**config.mk**
```make
export PLATFORM = sky130hd
export DESIGN_NAME = bpfa_ctrl
export DESIGN_NICKNAME = d
export VERILOG_FILES = /design/src/hdl/bpfa_pkg.sv /design/src/hdl/bpfa_ctrl.sv
export SDC_FILE = /design/constraint.sdc
export NUM_CORES = 1
export LEC_CHECK = 0
export ABC_AREA = 1
export BUFFER_PORTS_ARGS = -buffer_cell sky130_fd_sc_hd__buf_2
export CORE_AREA = 2 2 39 41
export DETAILED_ROUTE_END_ITERATION = 8
export DIE_AREA = 0 0 41 43
export PLACE_DENSITY = 0.58
export SYNTH_ARGS = -nofsm -noshare
export SYNTH_HDL_FRONTEND = slang
export SYNTH_SLANG_ARGS = --single-unit
```
**constraint.sdc**
```tcl
create_clock -name clk -period 1 [get_ports clk]
set_input_delay 0.15 -clock clk [delete_from_list [all_inputs] [get_ports clk]]
set_output_delay 0.15 -clock clk [all_outputs]
set_load 0.1 [all_outputs]
```
**src/hdl/bpfa_pkg.sv**
```systemverilog
package bpfa_pkg;

  // Bitmap geometry: used bits are kept as rows of WORD_W bits
  localparam int PAGES  = 4096;
  localparam int PAGE_W = 12;
  localparam int CNT_W  = 13;
  localparam int WORD_W = 64;
  localparam int BIT_W  = $clog2(WORD_W);
  localparam int ROWS   = PAGES / WORD_W;
  localparam int ROW_W  = $clog2(ROWS);

  typedef enum logic [1:0] {
    CMD_ALLOC_ANY = 2'd0,
    CMD_FREE      = 2'd1,
    CMD_ALLOC_AT  = 2'd2,
    CMD_NONE      = 2'd3
  } cmd_t;

  typedef enum logic [2:0] {
    ST_OK           = 3'd0,
    ST_OOM          = 3'd1,
    ST_RANGE        = 3'd2,
    ST_KERNEL       = 3'd3,
    ST_IN_USE       = 3'd4,
    ST_ALREADY_FREE = 3'd5
  } status_t;

  typedef enum logic [3:0] {
    OP_IDLE       = 4'd0,
    OP_START      = 4'd1,
    OP_SCAN_FIRST = 4'd2,
    OP_SCAN_NEXT  = 4'd3,
    OP_FOUND      = 4'd4,
    OP_ALLOC      = 4'd5,
    OP_FREE       = 4'd6,
    OP_REFUSE     = 4'd7,
    OP_OUT        = 4'd8
  } dp_op_t;

  typedef struct packed {
    dp_op_t  op;
    status_t status;
  } dp_ctl_t;

  typedef struct packed {
    cmd_t cmd;
    logic bit_used;
    logic ge_kernel;
    logic row_full;
    logic row_last;
    logic out_free;
  } dp_sts_t;

endpackage

```
**src/hdl/bpfa_ctrl.sv**
```systemverilog
module bpfa_ctrl (
  input  logic              clk,
  input  logic              rst,
  input  logic              in_valid,
  output logic              in_ready,
  input  bpfa_pkg::dp_sts_t sts,
  output bpfa_pkg::dp_ctl_t ctl
);
  import bpfa_pkg::*;

  typedef enum logic [3:0] {
    S_IDLE = 4'b0001,
    S_LOOK = 4'b0010,
    S_SCAN = 4'b0100,
    S_DONE = 4'b1000
  } state_t;

  state_t state, state_next;

  always_ff @(posedge clk) begin
    if (rst) begin
      state <= S_IDLE;
    end else begin
      state <= state_next;
    end
  end

  always_comb begin
    state_next = state;
    ctl.op     = OP_IDLE;
    ctl.status = ST_OK;
    unique case (state)
      S_IDLE: begin
        if (in_valid) begin
          ctl.op     = OP_START;
          state_next = S_LOOK;
        end
      end
      S_LOOK: begin
        state_next = S_DONE;
        unique case (sts.cmd)
          CMD_FREE: begin
            priority if (sts.bit_used) begin
              ctl.op = OP_FREE;
            end else begin
              ctl.op     = OP_REFUSE;
              ctl.status = ST_ALREADY_FREE;
            end
          end
          CMD_ALLOC_AT: begin
            priority if (sts.ge_kernel) begin
              ctl.op     = OP_REFUSE;
              ctl.status = ST_KERNEL;
            end else if (sts.bit_used) begin
              ctl.op     = OP_REFUSE;
              ctl.status = ST_IN_USE;
            end else begin
              ctl.op = OP_ALLOC;
            end
          end
          CMD_ALLOC_ANY: begin
            // taken hint page falls back to a scan from page 1
            priority if (sts.bit_used) begin
              ctl.op     = OP_SCAN_FIRST;
              state_next = S_SCAN;
            end else if (sts.ge_kernel) begin
              ctl.op     = OP_REFUSE;
              ctl.status = ST_KERNEL;
            end else begin
              ctl.op = OP_ALLOC;
            end
          end
          CMD_NONE: begin
            ctl.op     = OP_REFUSE;
            ctl.status = ST_RANGE;
          end
        endcase
      end
      S_SCAN: begin
        priority if (!sts.row_full) begin
          ctl.op     = OP_FOUND;
          state_next = S_LOOK;
        end else if (sts.row_last) begin
          ctl.op     = OP_REFUSE;
          ctl.status = ST_OOM;
          state_next = S_DONE;
        end else begin
          ctl.op = OP_SCAN_NEXT;
        end
      end
      S_DONE: begin
        if (sts.out_free) begin
          ctl.op     = OP_OUT;
          state_next = S_IDLE;
        end
      end
      default: state_next = S_IDLE;
    endcase
  end

  assign in_ready = (state == S_IDLE);

`ifndef SYNTHESIS
  a_start_to_look: assert property (@(posedge clk) disable iff (rst)
    (in_valid && in_ready) |=> (state == S_LOOK))
    else $error("accepted word did not reach lookup");

  a_scan_leaves: assert property (@(posedge clk) disable iff (rst)
    (state == S_SCAN && sts.row_full && sts.row_last) |=> (state == S_DONE))
    else $error("scan ran past last row");

  a_done_holds: assert property (@(posedge clk) disable iff (rst)
    (state == S_DONE && !sts.out_free) |=> (state == S_DONE))
    else $error("result dropped while output busy");
`endif

endmodule

```
## Word-level counts from Yosys, hierarchy flattened

Cells that the tools add are included.

- Input port bits: 10
- Flip-flop bits (word level): 4
- Output and inout bits: 8
- Logic and storage cells: 38

- Muxes and demuxes: 25
- Equal/unequal tests: 10
- Reduce and logical (&&, ||, !) cells: 2

Operators with widths:

| kind | number |
|---|---|
| 4-bit case mux with 4 select lines | 2 |
| 4-bit two-way mux | 7 |
| 7-bit case mux with 4 select lines | 1 |
| 3-bit two-way mux | 5 |
| 2-bit two-way mux | 4 |
| 3-bit case mux with 2 select lines | 1 |
| 5-bit two-way mux | 1 |
| 2-bit equality test (second input constant) | 2 |
| 4-bit by 1-bit equality test with 1-bit output (second input constant) | 1 |
| 4-bit by 2-bit equality test with 1-bit output (second input constant) | 1 |
| 4-bit by 3-bit equality test with 1-bit output (second input constant) | 1 |
| 4-bit equality test (second input constant) | 1 |
| 1-bit two-way mux | 4 |
| 2-bit != test (second input constant) | 2 |
| 3-bit != test (second input constant) | 1 |
| 3-bit AND reduction | 1 |
| 2-bit by 1-bit equality test with 1-bit output (second input constant) | 1 |
| 2-bit zero test | 1 |

## Longest topological paths before layout

- Word-level depth: 4
- Mapped depth: 7
- Gate-level depth less buffers: 7

## Worst setup path after synthesis

No wires, ideal clock.

- Path kind: register to output
- Start point: register state[0]
- End point: output ctl[1] (netlist bit)
- Arrival: 2.692 ns
- Path slack: -1.842 ns
- Stages on the path, launching flop included: 6
- Path buffers: 0
- Path through: dfxtp_1 -> inv_1 -> nand2_1 -> nor2_4 -> nand2_1 -> nor3_1

RTL lines:

| element | RTL line | RTL |
|---|---|---|
| start, declared | bpfa_ctrl.sv:18 | `state_t state, state_next;` |
| start signal, assigned | bpfa_ctrl.sv:24 | `state <= state_next;` |
| end, declared | bpfa_ctrl.sv:7 | `output bpfa_pkg::dp_ctl_t ctl` |

==> out/results.ini <==
[outcome]
status=finished, violations left
violations=negative setup slack

[timing]
slew_headroom=0.799
rsz0062_at_grt=yes
report.final.slew_viol_count=0
tightest_slew_ns=0.300
timing.fmax_mhz=695
min_period_ns=1.44
final-hold-violation-count=0
skew_ns=0.00275
fin_crit_sh=1.44
worst_slack_ns=-0.438
setup_viol=12
tns_ns=-3.50

[cells_and_area]
largest_reg_flops=4
top_register=state
final_layout_size_suffix_gt1_frac=0.582
nFillCells=132
antenna_cells=0
top_regs=state x4
area_growth_pct=120
nets=110

[yosys]
synthCells=68
yosys-top-cells-area=dfxtp_1, nand2_1, nor2_1, inv_1, nand3_1
ys_ff_latch=4
avgSynthCellArea_um2=5.34
synth_top_area_frac=0.221
yosysWarningCount=0
ys_types=16
yosysSeqAreaShare=0.221
synth_nets=78
synth_area_um2=363
yosysTopAreaCell=dfxtp_1

[hold_path]
hold_depth=2
min_to=state[1]
hold_path_class=in2reg
hold_start=rst

[clock_tree]
cts_buffers=3
cts_htree_levels=1
cts_root_buf=clkbuf_4
cts.sinks=4
clk_path_buf_depth=2
cts_tree=done
worstSkewPairLatency_ns=0.23
clkTransAtPathRegs_ns=0.04

[routing]
wl_per_cell_um=8.85
drt_first_pass_iters=4
drtAntennaViolNets=0
drt_iter0_drc=3
routed_wl_um=1010
drc=0
dr_total_vias=509
vias_per_cell=4.46

[grt]
grt_pass1_wl_um=1770
grt_max_degree=5
grt_pass1_vias=501
overflow=0
antenna_found_initial=0
grt.total_usage=0.144

[pwr]
power_leakage_nw=0.379
power_density_nw_per_um2=2870
ir_drop_mv=1.65
total_power_mw=2.29

[critical_path]
r2r.worst_path.cells=8
cp-end-kind=output port
worstSetupPathType=reg2out
worstReg2RegStart=state[3]
critPathMaxFanout=3
r2r_slack_ns=-0.08
worstPathRequired_ns=0.85
worstReg2RegEnd=state[3]
startpoint_type=register
crit_arrival_ns=1.29

[floorplan]
ioPinCount=18
core_area_um2=1380
die_x_um=41
start_util=0.262
die-area_um2=1760
fp.dieH_um=43
rows=14

[placed_design]
hpwl_um=883
portBuffers=17
place.gp.congestion=0.783

[job]
maxCapViolations=0

stage by stage:
stage	setup slack (ns)	hold slack [ns]	cells	instance area [um^2]	utilization
final	-0.438	0.0970	114	800	0.578
after global routing	-0.527	0.0982	114	800	0.578
after CTS	-0.468	0.0867	114	785	0.567
after detailed placement	-0.297	0.340	110	721	0.521
after global placement	-0.261	0.337	110	721	0.521
after floorplan	-1.17	0.219	68	428	-
final cells by class:
class	instances	area, um^2	share of cell area
timing repair buffer	27	288	0.360
inverter	12	47.5	0.0595
tap	16	20.0	0.0250
clock buffer	3	22.5	0.0282
sequential	4	85.1	0.106
multi-input combinational	52	337	0.421
critical path, stage by stage, from the launching register on:
cell      delay (ns)
dfxtp_2         0.33
inv_2           0.08
nand2_2         0.07
nor2_4          0.12
nand2_2         0.09
o211ai_1        0.15
buf_12          0.21
layer usage:
metal	global-route usage	routed length [um]
met1	0.152	391
met2	0.253	579
met3	0.0314	37
met4	0.0600	0
met5	0	0
where the power goes:
part | internal (mW) | total (mW) | switching [mW]
clock | 0.133 | 0.188 | 0.0551
combinational | 0.696 | 1.80 | 1.11
sequential | 0.227 | 0.301 | 0.0733
cell usage after synthesis, drive strengths merged:
cell type / number
nand2: 18
nor2: 17
inv: 12
nand3: 7
dfxtp: 4
o21ai: 3
a31oi: 2
a21oi: 1
nor3: 1
o211ai: 1
o22ai: 1
o31ai: 1
worst max path at each step:
stage | to | slack (ns) | start | cells after the start
after CTS | ctl[1] | -0.47 | state[3] | 6
final | ctl[3] | -0.44 | state[0] | 6
after global routing | ctl[6] | -0.53 | state[3] | 6
after detailed placement | ctl[1] | -0.30 | state[1] | 5
after floorplan | ctl[3] | -1.17 | state[0] | 4
after global placement | ctl[1] | -0.26 | state[1] | 5
placed cells by master, fill, tap and decap left out, types with 2 or more instances in the layout:
cell       n
o21ai_1    2
buf_6      2
buf_2      9
nor2_1    10
dfxtp_2    4
inv_2      3
a31oi_1    2
inv_1      8
nand3_1    6
nand2_1   11
clkbuf_4   3
nor2_4     5
buf_12     8
nand2_2    6
nor2_2     2
buf_4      8
logic make-up after synthesis:
kind of cell,synth area share
AOI/OAI and AO/OA,0.148
buffers and inverters,0.124
DFF,0.221
and+or+nand+nor,0.507
timing repair:
| action | CTS | global route |
|---|---|---|
| gates resized for setup | 12 | 4 |
| setup buffers | 1 | 0 |
| pin swaps | 3 | 2 |
| setup endpoints to repair | 12 | 12 |
| hold buffers | 0 | 0 |
No activity file was read; power rests on OpenSTA's default activity.
